$ cat config.mk
export PLATFORM = sky130hd
export DESIGN_NAME = lss_queue
export DESIGN_NICKNAME = d
export VERILOG_FILES = /design/src/hw/rtl/lss_pkg.sv /design/src/hw/rtl/lss_queue.sv
export SDC_FILE = /design/constraint.sdc
export NUM_CORES = 1
export LEC_CHECK = 0
export BUFFER_PORTS_ARGS = -buffer_cell sky130_fd_sc_hd__buf_2
export CAP_MARGIN = 0
export CORE_ASPECT_RATIO = 0.8
export CORE_MARGIN = 2
export CORE_UTILIZATION = 45
export CTS_BUF_LIST = sky130_fd_sc_hd__clkbuf_2 sky130_fd_sc_hd__clkbuf_4 sky130_fd_sc_hd__clkbuf_8
export DETAILED_ROUTE_END_ITERATION = 7
export HOLD_SLACK_MARGIN = 0.15
export PLACE_DENSITY = 0.66
export SLEW_MARGIN = 25
export SYNTH_ARGS = -nofsm -noshare
export SYNTH_HDL_FRONTEND = slang
export SYNTH_SLANG_ARGS = --single-unit
$ cat constraint.sdc
create_clock -name clk_i -period 12.8 [get_ports clk_i]
set_input_delay 0.64 -clock clk_i [delete_from_list [all_inputs] [get_ports clk_i]]
set_output_delay 0.64 -clock clk_i [all_outputs]
set_load 0.02 [all_outputs]
$ cat src/hw/rtl/lss_pkg.sv
// Shared types, constants and arithmetic helpers of the Laplacian sharpening core.
`timescale 1ns / 1ps
`default_nettype none

package lss_pkg;

  localparam int unsigned DefMaxWidth  = 2048;
  localparam int unsigned DefMaxHeight = 4096;
  localparam int unsigned QueueDepth   = 4;
  localparam int unsigned QueueCntW    = $clog2(QueueDepth + 1);

  localparam int unsigned CfgDataW = 13;
  localparam int unsigned CfgWidthW = 12;
  localparam int unsigned CfgHeightW = 13;
  localparam int unsigned GainW = 12;
  localparam int unsigned LapW = 11;
  localparam int unsigned ProdW = LapW + GainW;
  localparam int unsigned SumW = ProdW + 1;

  typedef enum logic [1:0] {
    REG_WIDTH  = 2'd0,
    REG_HEIGHT = 2'd1,
    REG_GAIN   = 2'd2
  } reg_idx_e;

  typedef enum logic {
    CMD_PIXEL = 1'b0,
    CMD_DRAIN = 1'b1
  } cmd_e;

  // Red sits in the lowest byte, matching the stream data layout.
  typedef struct packed {
    logic [7:0] b;
    logic [7:0] g;
    logic [7:0] r;
  } pix_t;

  // Operands of one output pixel.
  typedef struct packed {
    pix_t c;
    pix_t u;
    pix_t d;
    pix_t l;
    pix_t r;
    logic fe;
  } slot_t;

  // Work for one accepted item: one or two output pixels.
  typedef struct packed {
    slot_t s1;
    slot_t s0;
    logic  two;
  } job_t;

  function automatic logic signed [LapW-1:0] lap(input logic [7:0] c, input logic [7:0] u,
                                                 input logic [7:0] d, input logic [7:0] l,
                                                 input logic [7:0] r);
    lap = $signed({1'b0, c, 2'b00}) - $signed({3'b000, u}) - $signed({3'b000, d})
        - $signed({3'b000, l}) - $signed({3'b000, r});
  endfunction

  function automatic logic [7:0] clamp(input logic signed [SumW-1:0] t);
    if (t[SumW-1]) begin
      clamp = 8'd0;
    end else if (|t[SumW-2:16]) begin
      clamp = 8'd255;
    end else begin
      clamp = t[15:8];
    end
  endfunction

endpackage

`default_nettype wire

$ cat src/hw/rtl/lss_queue.sv
// Short job queue between the front end and the arithmetic back end.
`timescale 1ns / 1ps
`default_nettype none

module lss_queue (
  input  wire logic                          clk_i,
  input  wire logic                          rst_ni,
  input  wire logic                          push_i,
  input  wire lss_pkg::job_t                 job_i,
  input  wire logic                          pop_i,
  output lss_pkg::job_t                      head_o,
  output logic                               empty_o,
  output logic [lss_pkg::QueueCntW-1:0]      count_o
);
  import lss_pkg::*;

  localparam int unsigned PW = $clog2(QueueDepth);

  job_t          mem_q [QueueDepth];
  logic [PW-1:0] wr_q, rd_q;
  logic [QueueCntW-1:0] cnt_q;

  assign head_o  = mem_q[rd_q];
  assign empty_o = (cnt_q == '0);
  assign count_o = cnt_q;

  always_ff @(posedge clk_i) begin
    if (push_i) begin
      mem_q[wr_q] <= job_i;
    end
  end

  always_ff @(posedge clk_i or negedge rst_ni) begin
    if (!rst_ni) begin
      wr_q  <= '0;
      rd_q  <= '0;
      cnt_q <= '0;
    end else begin
      if (push_i) begin
        wr_q <= (32'(wr_q) == QueueDepth - 1) ? '0 : wr_q + PW'(1);
      end
      if (pop_i) begin
        rd_q <= (32'(rd_q) == QueueDepth - 1) ? '0 : rd_q + PW'(1);
      end
      cnt_q <= cnt_q + QueueCntW'(push_i) - QueueCntW'(pop_i);
    end
  end

endmodule

`default_nettype wire

==> flow_summary.toml <==
[setup_path]
reg2reg_slack_ns = 9.18
worstSetupStartpoint = "rd_q[0]"
arrival_ns = 3.84
worst-endpoint-required_ns = 12.16
critical_path.reg2reg.endpoint = "mem_q[0][202]"
worst_setup_path_endpoint = "head_o[174]"
timing.critical_path.fanout_max = 77
start_kind = "flop"
reg2reg_depth = 5
critPathKind = "reg2out"
critical_path.reg2reg.startpoint = "wr_q[1]"
setup.worst_path.end_class = "output port"

[timing]
setup-violations-final = 0
timing.final.crit_period_ns = 4.48
max-slew-margin-rel_pct = 31.0
report.final.slew_viol_count = 0
unrepaired_setup_endpoints_after_global_routing = "no"
timing_worst_slew_pin_value_ns = 1.03
finalHoldViolations = 0
timing.hold.ws_ns = 0.269
finalCritPeriodShare_pct = 35.0
max_clock_freq_mhz = 223
finalClockSkew_ns = 0.0305
setup-tns-final_ns = 0

[grt]
grt_remaining_overflow = 0
track_usage_pct = 17.9
initial_antenna_violation_count = 11
first_global_vias = 18200
largest_net_degree_at_the_start_of_global_routing = 131
wire_length_of_the_first_global_routing_pass_mm = 109

[detailed_routing]
first_pass_iters = 5
route.detailed.vias_per_inst = 5.17
routed_wire_length_mm = 72.8
drt-wirelength-per-cell_um = 22.1
num_vias = 17000
ant_nets = 0
drcViolationCount = 0
drt_iter0_drc = 1286

[yosys]
avgSynthCellArea_um2 = 27.1
total_of_flip_flops_plus_latches_after_synthesis = 979
yosysWarnings = 0
synth.net_count = 1559
synth_seq_area_share_pct = 83.0
synth_compound_gate_area_share_pct = 0.0283
post_synth_fa_ha_maj_area_fraction_pct = 0.304
multiplexer_area_fraction_after_synthesis_pct = 15.5
netlist_area_um2 = 35400
yosys.cell_types.count = 18
main_combinational_cell_family_by_area_after_synthesis = "multiplexers"
yosys.area_share.simple_pct = 0.131
synthCells = 1304
synth_xor_xnor_area_share_pct = 0.0495

[floorplanning]
die_w_um = 318
die_area_um2 = 80900
floorplan.rows = 91
initial_core_util_pct = 45.7
die_h_um = 255
fp.coreArea_um2 = 77400
ioPinCount = 494

[clock_tree]
cts.root.buffer_cell = "clkbuf_8"
clk-insertion-delay-late_ns = 0.79
cts-root-to-sink-buffers = 3
post_cts_buffers = 0
clock_sinks = 979
cts_tree = "yes"
clkTransAtPathRegs_ns = 0.06
numCtsBuffers = 148
cts_htree_levels = 4

[power]
p_seq_share_pct = 43.5
switching_power_uw = 3170
leakage_power_uw = 0.0152
pwrdens_nw_per_um2 = 220
share_comb_of_total_power_pct = 31.9
vdd.ir_drop.worst_mv = 0.176
pwr-share-clk_pct = 24.6
p_sw_share_pct = 32.4
cellInternalPower_uw = 6610

[final_layout]
area_delta_synth_final_pct = 25.4
n_fill_cell = 5660
number_of_nets_in_the_finished_design = 2415
final_layout_size_suffix_gt1_share_pct = 43.6

[place]
place.gp.congestion = 0.739
hpwl_after_dpl_mm = 42.6
io_buffers = 493

[worst_hold_path]
classification_of_the_worst_slack_hold_path = "in2async"

[run_status]
run_status = "complete, no violations"

[flow_run]
max_cap_check_violation_count = 0
cells in the final DEF, fill, tap and decap left out, types with 4 or more instances in the layout:
cell type	n
inv_1	6
inv_6	4
dfrtp_1	5
clkbuf_4	44
and2_4	4
clkinv_2	10
buf_16	4
clkinvlp_4	7
diode_2	9
dlygate4sd3_1	246
ha_1	7
buf_4	13
buf_2	493
mux4_2	243
clkinv_1	36
clkbuf_8	151
edfxtp_1	972
state kept, by name (all words and copies together) (netlist names):
| register | flops |
|---|---|
| wr_q | 2 |
| count_o | 3 |
| mem_q | 972 |
| rd_q | 2 |
worst max-delay path, stage by stage (launching register included):
cell	delay [ns]
dfrtp_4	0.66
buf_12	0.35
buf_16	0.47
buf_4	0.62
mux4_2	0.63
buf_2	0.18
cell usage after synthesis:
| cell | count | share of area, % |
|---|---|---|
| o21ai_0 | 2 | 0.028 |
| nor3_1 | 1 | 0.014 |
| clkbuf_1 | 8 | 0.085 |
| fa_1 | 1 | 0.057 |
| buf_2 | 30 | 0.42 |
| buf_6 | 6 | 0.19 |
| mux2_2 | 2 | 0.064 |
| dfrtp_1 | 7 | 0.50 |
| ha_1 | 7 | 0.25 |
| and2_1 | 4 | 0.071 |
| nand2_1 | 1 | 0.011 |
| mux4_2 | 243 | 15 |
| or3b_2 | 1 | 0.025 |
| inv_1 | 6 | 0.064 |
| nor2_1 | 1 | 0.011 |
| edfxtp_1 | 972 | 82 |
| xnor2_1 | 2 | 0.050 |
| buf_4 | 10 | 0.21 |
worst min path at each step:
stage / from / end / depth (start not counted)
after global routing: rst_ni / count_o[0] / 2
after global placement: rst_ni / count_o[0] / 1
after floorplan: rst_ni / count_o[0] / 0
after detailed placement: rst_ni / count_o[0] / 1
after CTS: rst_ni / count_o[2] / 2
final: rst_ni / count_o[1] / 2
routing by layer:
metal | vias to the layer above | track usage (%) | share of wire (%)
li1 | 7435 | - | -
met1 | 8916 | 23.5 | 41
met2 | 586 | 28.6 | 50
met3 | 105 | 6.04 | 7.5
met4 | 4 | 5.86 | 2.0
met5 | - | 0 | 0.025
timing repair:
| item | 4_1_cts | 5_1_grt |
|---|---|---|
| hold endpoints to repair | 982 | 0 |
| resized for setup | 0 | 0 |
| hold buffers | 246 | 0 |
power by group through the flow:
stage | clock (uW) | sequential, uW | combinational [uW]
finish | 2400 | 4260 | 3120
global route | 2610 | 4300 | 3310
CTS | 2480 | 4260 | 3160
detailed placement | 0 | 4330 | 3090
global placement | 0 | 4330 | 3050
floorplan | 0 | 4380 | 2130
layout make-up:
type / instances / area, um2 / area share (%)
Multi-Input combinational cell: 265 / 5690 / 12.8
Clock buffer: 195 / 2410 / 5.43
Clock inverter: 63 / 369 / 0.832
Inverter: 6 / 22.5 / 0.0508
Antenna cell: 9 / 22.5 / 0.0508
Sequential cell: 979 / 29400 / 66.2
Timing Repair Buffer: 760 / 5210 / 11.7
Tap cell: 1023 / 1280 / 2.88
metrics by stage:
stage	setup slack [ns]	util, %	instances	area (um2)	total power [uW]
2_1_floorplan	6.03	-	1304	35400	6520
3_3_place_gp	8.51	50.4	2783	39000	7380
3_5_place_dp	8.80	50.4	2785	39000	7420
4_1_cts	7.92	57.2	3289	44300	9900
5_1_grt	7.93	57.3	3299	44400	10200
6_report	8.32	57.3	3300	44400	9780
kinds of logic after synthesis:
group | after synthesis
adder cells (fa/ha/maj) | 8
XOR/XNOR | 2
AND/OR/NAND/NOR | 8
buffers and inverters | 60
AO/OA/AOI/OAI | 2
flip-flops | 979
multiplexers | 245
Note: power is estimated with default switching activity, not from simulation.
