<file path="src/hw/rtl/lss_pkg.sv">
// Shared types, constants and arithmetic helpers of the Laplacian sharpening core.
`timescale 1ns / 1ps
`default_nettype none

package lss_pkg;

  localparam int unsigned DefMaxWidth  = 2048;
  localparam int unsigned DefMaxHeight = 4096;
  localparam int unsigned QueueDepth   = 4;
  localparam int unsigned QueueCntW    = $clog2(QueueDepth + 1);

  localparam int unsigned CfgDataW = 13;
  localparam int unsigned CfgWidthW = 12;
  localparam int unsigned CfgHeightW = 13;
  localparam int unsigned GainW = 12;
  localparam int unsigned LapW = 11;
  localparam int unsigned ProdW = LapW + GainW;
  localparam int unsigned SumW = ProdW + 1;

  typedef enum logic [1:0] {
    REG_WIDTH  = 2'd0,
    REG_HEIGHT = 2'd1,
    REG_GAIN   = 2'd2
  } reg_idx_e;

  typedef enum logic {
    CMD_PIXEL = 1'b0,
    CMD_DRAIN = 1'b1
  } cmd_e;

  // Red sits in the lowest byte, matching the stream data layout.
  typedef struct packed {
    logic [7:0] b;
    logic [7:0] g;
    logic [7:0] r;
  } pix_t;

  // Operands of one output pixel.
  typedef struct packed {
    pix_t c;
    pix_t u;
    pix_t d;
    pix_t l;
    pix_t r;
    logic fe;
  } slot_t;

  // Work for one accepted item: one or two output pixels.
  typedef struct packed {
    slot_t s1;
    slot_t s0;
    logic  two;
  } job_t;

  function automatic logic signed [LapW-1:0] lap(input logic [7:0] c, input logic [7:0] u,
                                                 input logic [7:0] d, input logic [7:0] l,
                                                 input logic [7:0] r);
    lap = $signed({1'b0, c, 2'b00}) - $signed({3'b000, u}) - $signed({3'b000, d})
        - $signed({3'b000, l}) - $signed({3'b000, r});
  endfunction

  function automatic logic [7:0] clamp(input logic signed [SumW-1:0] t);
    if (t[SumW-1]) begin
      clamp = 8'd0;
    end else if (|t[SumW-2:16]) begin
      clamp = 8'd255;
    end else begin
      clamp = t[15:8];
    end
  endfunction

endpackage

`default_nettype wire

</file>
<file path="src/hw/rtl/lss_back.sv">
// Back end: Laplacian, gain multiply, floor and clamp, output register.
`timescale 1ns / 1ps
`default_nettype none

module lss_back (
  input  wire logic                       clk_i,
  input  wire logic                       rst_ni,
  input  wire logic [lss_pkg::GainW-1:0]  gain_i,
  input  wire lss_pkg::job_t              head_i,
  input  wire logic                       empty_i,
  output logic                            pop_o,
  output logic                            m_valid_o,
  input  wire logic                       m_ready_i,
  output lss_pkg::pix_t                   m_pix_o,
  output logic                            m_fe_o
);
  import lss_pkg::*;

  logic idx_q, m_valid_q, o_valid_q;
  logic out_free, m_move, m_free, issue;
  slot_t slot;
  logic signed [ProdW-1:0] pr_q, pg_q, pb_q;
  pix_t  mc_q;
  logic  mfe_q;

  assign out_free = !o_valid_q || m_ready_i;
  assign m_move   = m_valid_q && out_free;
  assign m_free   = !m_valid_q || out_free;
  assign issue    = !empty_i && m_free;
  assign slot     = idx_q ? head_i.s1 : head_i.s0;
  assign pop_o    = issue && (idx_q || !head_i.two);

  always_ff @(posedge clk_i or negedge rst_ni) begin
    if (!rst_ni) begin
      idx_q     <= 1'b0;
      m_valid_q <= 1'b0;
      o_valid_q <= 1'b0;
    end else begin
      if (issue) begin
        idx_q <= !pop_o;
      end
      m_valid_q <= issue || (m_valid_q && !out_free);
      o_valid_q <= m_move || (o_valid_q && !m_ready_i);
    end
  end

  always_ff @(posedge clk_i) begin
    if (issue) begin
      pr_q  <= ProdW'(lap(slot.c.r, slot.u.r, slot.d.r, slot.l.r, slot.r.r))
             * ProdW'($signed(gain_i));
      pg_q  <= ProdW'(lap(slot.c.g, slot.u.g, slot.d.g, slot.l.g, slot.r.g))
             * ProdW'($signed(gain_i));
      pb_q  <= ProdW'(lap(slot.c.b, slot.u.b, slot.d.b, slot.l.b, slot.r.b))
             * ProdW'($signed(gain_i));
      mc_q  <= slot.c;
      mfe_q <= slot.fe;
    end
  end

  always_ff @(posedge clk_i) begin
    if (m_move) begin
      m_pix_o.r <= clamp($signed({8'b0, mc_q.r, 8'b0}) + SumW'(pr_q));
      m_pix_o.g <= clamp($signed({8'b0, mc_q.g, 8'b0}) + SumW'(pg_q));
      m_pix_o.b <= clamp($signed({8'b0, mc_q.b, 8'b0}) + SumW'(pb_q));
      m_fe_o    <= mfe_q;
    end
  end

  assign m_valid_o = o_valid_q;

endmodule

`default_nettype wire

</file>
<file path="config.mk">
export PLATFORM = sky130hd
export DESIGN_NAME = lss_back
export DESIGN_NICKNAME = d
export VERILOG_FILES = /design/src/hw/rtl/lss_pkg.sv /design/src/hw/rtl/lss_back.sv
export SDC_FILE = /design/constraint.sdc
export NUM_CORES = 1
export LEC_CHECK = 0
export BUFFER_PORTS_ARGS = -buffer_cell sky130_fd_sc_hd__clkbuf_2
export CAP_MARGIN = 25
export CORE_ASPECT_RATIO = 0.8
export CORE_MARGIN = 5
export CORE_UTILIZATION = 62
export CTS_BUF_LIST = sky130_fd_sc_hd__clkbuf_16
export CTS_CLUSTER_DIAMETER = 200
export DETAILED_ROUTE_END_ITERATION = 6
export PLACE_DENSITY = 0.84
export SYNTH_ARGS = -nofsm -noshare
export SYNTH_HDL_FRONTEND = slang
export SYNTH_SLANG_ARGS = --single-unit
</file>
<file path="constraint.sdc">
create_clock -name clk_i -period 11.65 [get_ports clk_i]
set_input_delay 1.165 -clock clk_i [delete_from_list [all_inputs] [get_ports clk_i]]
set_output_delay 1.165 -clock clk_i [all_outputs]
set_load 0.01 [all_outputs]
</file>
==> qor.log <==
[status] status complete, no violations
[die] I/O Pins 286
[critical_path] largest delay contributor family on the critical path adder cells
[global_route] number of global-route vias before repair 18500
[cts] Gates resized, CTS repair 0
[cts] CTS tree built
[global_route] initial antenna violation count 4
[critical_path] category of the worst setup path launch point flip-flop
[place] RePlAce Congestion 0.943
[die] # rows 63
[global_route] GRT Util Overall 27.1%
[finish] fraction of final layout cells with drive strength greater than 1 16.1%
[finish] final standard cell count with taps included and fillers excluded 3150
[place] placed cells 3127
[yosys] most area-consuming cells after synthesis sky130_fd_sc_hd__fa_1 (38%), sky130_fd_sc_hd__edfxtp_1 (12%), sky130_fd_sc_hd__ha_1 (11%)
[critical_path] Worst Path Max Fanout 71
[yosys] Synth Net Count 3322
[global_route] largest net degree at the start of global routing 72
[sta] Finish-stage setup viols 0
[die] initial core utilization 62.9%
[cts] Clock Tree Buf Depth 2
[finish] number of nets in the layout 3558
[sta] upper clock frequency limit 94.9 MHz
[routing] remaining design rule violation count 0
[die] area of the core 37100 µm²
[cts] CTS H-Tree Depth 3
[yosys] cell taking the most area after synthesis sky130_fd_sc_hd__fa_1
[cts] number of sinks handled by clock tree synthesis 98
[yosys] count of distinct cell types in the synthesized netlist 56
[critical_path] Data arrival, critical path 10.72 ns
[critical_path] Worst Path Class, Setup flip-flop to flip-flop
[yosys] fraction of post-synthesis cell area in the top cell type by area 38.2%
[place] input/output buffers 285
[critical_path] cell mode on critical path sky130_fd_sc_hd__fa_1
[critical_path] critical path capture point type flip-flop
[yosys] proportion of synthesized flip-flops having asynchronous set or reset 3.06%
[cts] later-pin clock latency in the skew report 0.38 ns
[die] overall die area 41700 µm²
[yosys] dominant synthesized flop cell sky130_fd_sc_hd__edfxtp_1
[cts] number of buffers added to fix hold violations after cts 0
[yosys] share of the yosys chip area belonging to registers 12.5%
[critical_path] Max stage delay on crit path 1.03 ns
[routing] Detailed Route WL 55800 µm
[yosys] post-synth design cell area 23300 µm²
[routing] drt initial violations 1181
[place] final HPWL from detailed placement 46300 µm
[sta] setup repair after global routing missed its margin no
[finish] Area Overhead vs Synth 9.48%
[die] y dimension of the die 184 µm
[sta] relative max-transition margin 28.8%
[routing] number of nets still failing antenna checks after routing 0
[yosys] EDFF count, synth 95
[sta] number of pins with negative max-slew slack in the final report 0
[die] x dimension of the die 227 µm
[critical_path] Slowest-stage cell, CP sky130_fd_sc_hd__dfrtp_4
[cts] Clock Root Buffer sky130_fd_sc_hd__clkbuf_16
[run] max-cap violation count 0
[cts] postcts setup bufs 0
[global_route] global route overflow 0
[critical_path] Worst EP required 11.84 ns
[cts] clock slew at reported path FFs 0.08 ns
[yosys] flops & latches, synth 98
[sta] Worst Max-Slew Pin Slew 1.06 ns
[worst_hold_path] worst hold path class flip-flop to flip-flop
[cts] TritonCTS Buffers 9
[yosys] average footprint of a synthesized cell 9.65 µm²
[routing] number of vias after detailed routing 17400
[yosys] Post-Synthesis Cells 2418
[routing] vias per std cell 5.52
[sta] shortest clock period the worst path allows after layout 10.53 ns
[routing] count of TritonRoute iterations in the first routing pass 5
[routing] Wirelength per Cell 17.7 µm
[sta] final worst-path cycle share 90.4%
[sta] final hold violation count 0
[sta] Layout Skew 0.0148 ns
[critical_path] CP bufs+invs 6
[sta] accumulated negative setup slack 0 ns
[yosys] synthesis warning total 0
[global_route] first-pass GRT wire length 90400 µm
## registers in the layout (all words and copies together), names as in the netlist
register   count
m_pix_o       24
m_fe_o         1
m_valid_q      1
mfe_q          1
pr_q          15
m_valid_o      1
pb_q          15
mc_q          24
idx_q          1
pg_q          15
## layout by cell type, fill, tap and decap left out, types with 43 or more instances in the layout
cell type | synthesis | layout
sky130_fd_sc_hd__o21a_1 | 43 | 43
sky130_fd_sc_hd__ha_1 | 199 | 199
sky130_fd_sc_hd__inv_1 | 579 | 579
sky130_fd_sc_hd__edfxtp_1 | 95 | 95
sky130_fd_sc_hd__nand2_1 | 223 | 223
sky130_fd_sc_hd__xnor2_1 | 76 | 76
sky130_fd_sc_hd__clkbuf_2 | 0 | 285
sky130_fd_sc_hd__fa_1 | 446 | 446
sky130_fd_sc_hd__nor2_1 | 79 | 79
sky130_fd_sc_hd__and2_1 | 116 | 116
sky130_fd_sc_hd__mux2_2 | 82 | 82
sky130_fd_sc_hd__nor2b_1 | 51 | 50
sky130_fd_sc_hd__a21oi_1 | 50 | 49
## per-stage QoR
stage	hold WS (ns)	instance area, µm²	setup slack [ns]	util, %
after global placement	0.467	25200	1.37	67.9
final	0.481	25600	1.12	68.8
after CTS	0.491	25500	1.13	68.7
after detailed placement	0.476	25200	1.16	68.0
after global routing	0.480	25600	0.568	68.8
after floorplan	0.400	23300	2.23	-
## worst reg2reg max path: cells and delay by family, from the launching register on
family	cells	cell delay, ns
AOI/OAI and AO/OA	10	2.98
adders and majority gates	10	4.28
buffers and inverters	6	0.34
DFF	1	1.03
muxes	2	0.62
and+or+nand+nor	4	1.11
## final cells by class
cell class                 count  area [µm²]
multi-input combinational   1654       17900
fill                        2788       11600
sequential                    98        2930
inverter                     579        2170
timing repair buffer         312        1630
tap                          487         609
clock buffer                   9         225
clock inverter                 7        66.3
antenna                        4        10.0
## final timing paths
path | from | end | slack (ns) | cells past startpoint
setup / recovery | idx_q | pr_q[22] | 1.12 | 32
hold / removal | mfe_q | m_fe_o | 0.48 | 0
setup reg to reg | idx_q | pr_q[22] | 1.12 | 32
hold reg to reg | mfe_q | m_fe_o | 0.48 | 0
max in group asynchronous | rst_ni | idx_q | 10.95 | 1
min in group asynchronous | rst_ni | idx_q | 0.57 | 1
## layer usage
metal | wire length (µm) | global-route usage (%) | up-vias | part of all wire [%]
li1 | - | - | 7917 | -
met1 | 22500 | 36.5 | 8655 | 40
met2 | 27200 | 46.1 | 742 | 49
met3 | 4700 | 4.28 | 85 | 8.4
met4 | 1440 | 7.91 | 0 | 2.6
met5 | 0 | 0 | - | 0
## kinds of logic after synthesis
group                    Yosys count  synth area share [%]
multiplexers                     124                  5.78
AND/OR/NAND/NOR                  582                  12.4
AO/OA/AOI/OAI                    208                  6.06
adder cells (fa/ha/maj)          645                  48.9
XOR/XNOR                          95                  3.56
buffers and inverters            666                  10.8
flip-flops                        98                  12.5
## cell usage after synthesis (50+ instances only)
cell type                  instances
sky130_fd_sc_hd__nor2b_1          51
sky130_fd_sc_hd__ha_1            199
sky130_fd_sc_hd__nor2_1           79
sky130_fd_sc_hd__and2_1          116
sky130_fd_sc_hd__xnor2_1          76
sky130_fd_sc_hd__inv_1           579
sky130_fd_sc_hd__a21oi_1          50
sky130_fd_sc_hd__fa_1            446
sky130_fd_sc_hd__mux2_2           82
sky130_fd_sc_hd__clkbuf_1         82
sky130_fd_sc_hd__nand2_1         223
sky130_fd_sc_hd__edfxtp_1         95
Power is left out: the tool's default activity adds up to more than one toggle a clock period on the data nets, which glitch-free logic cannot reach.
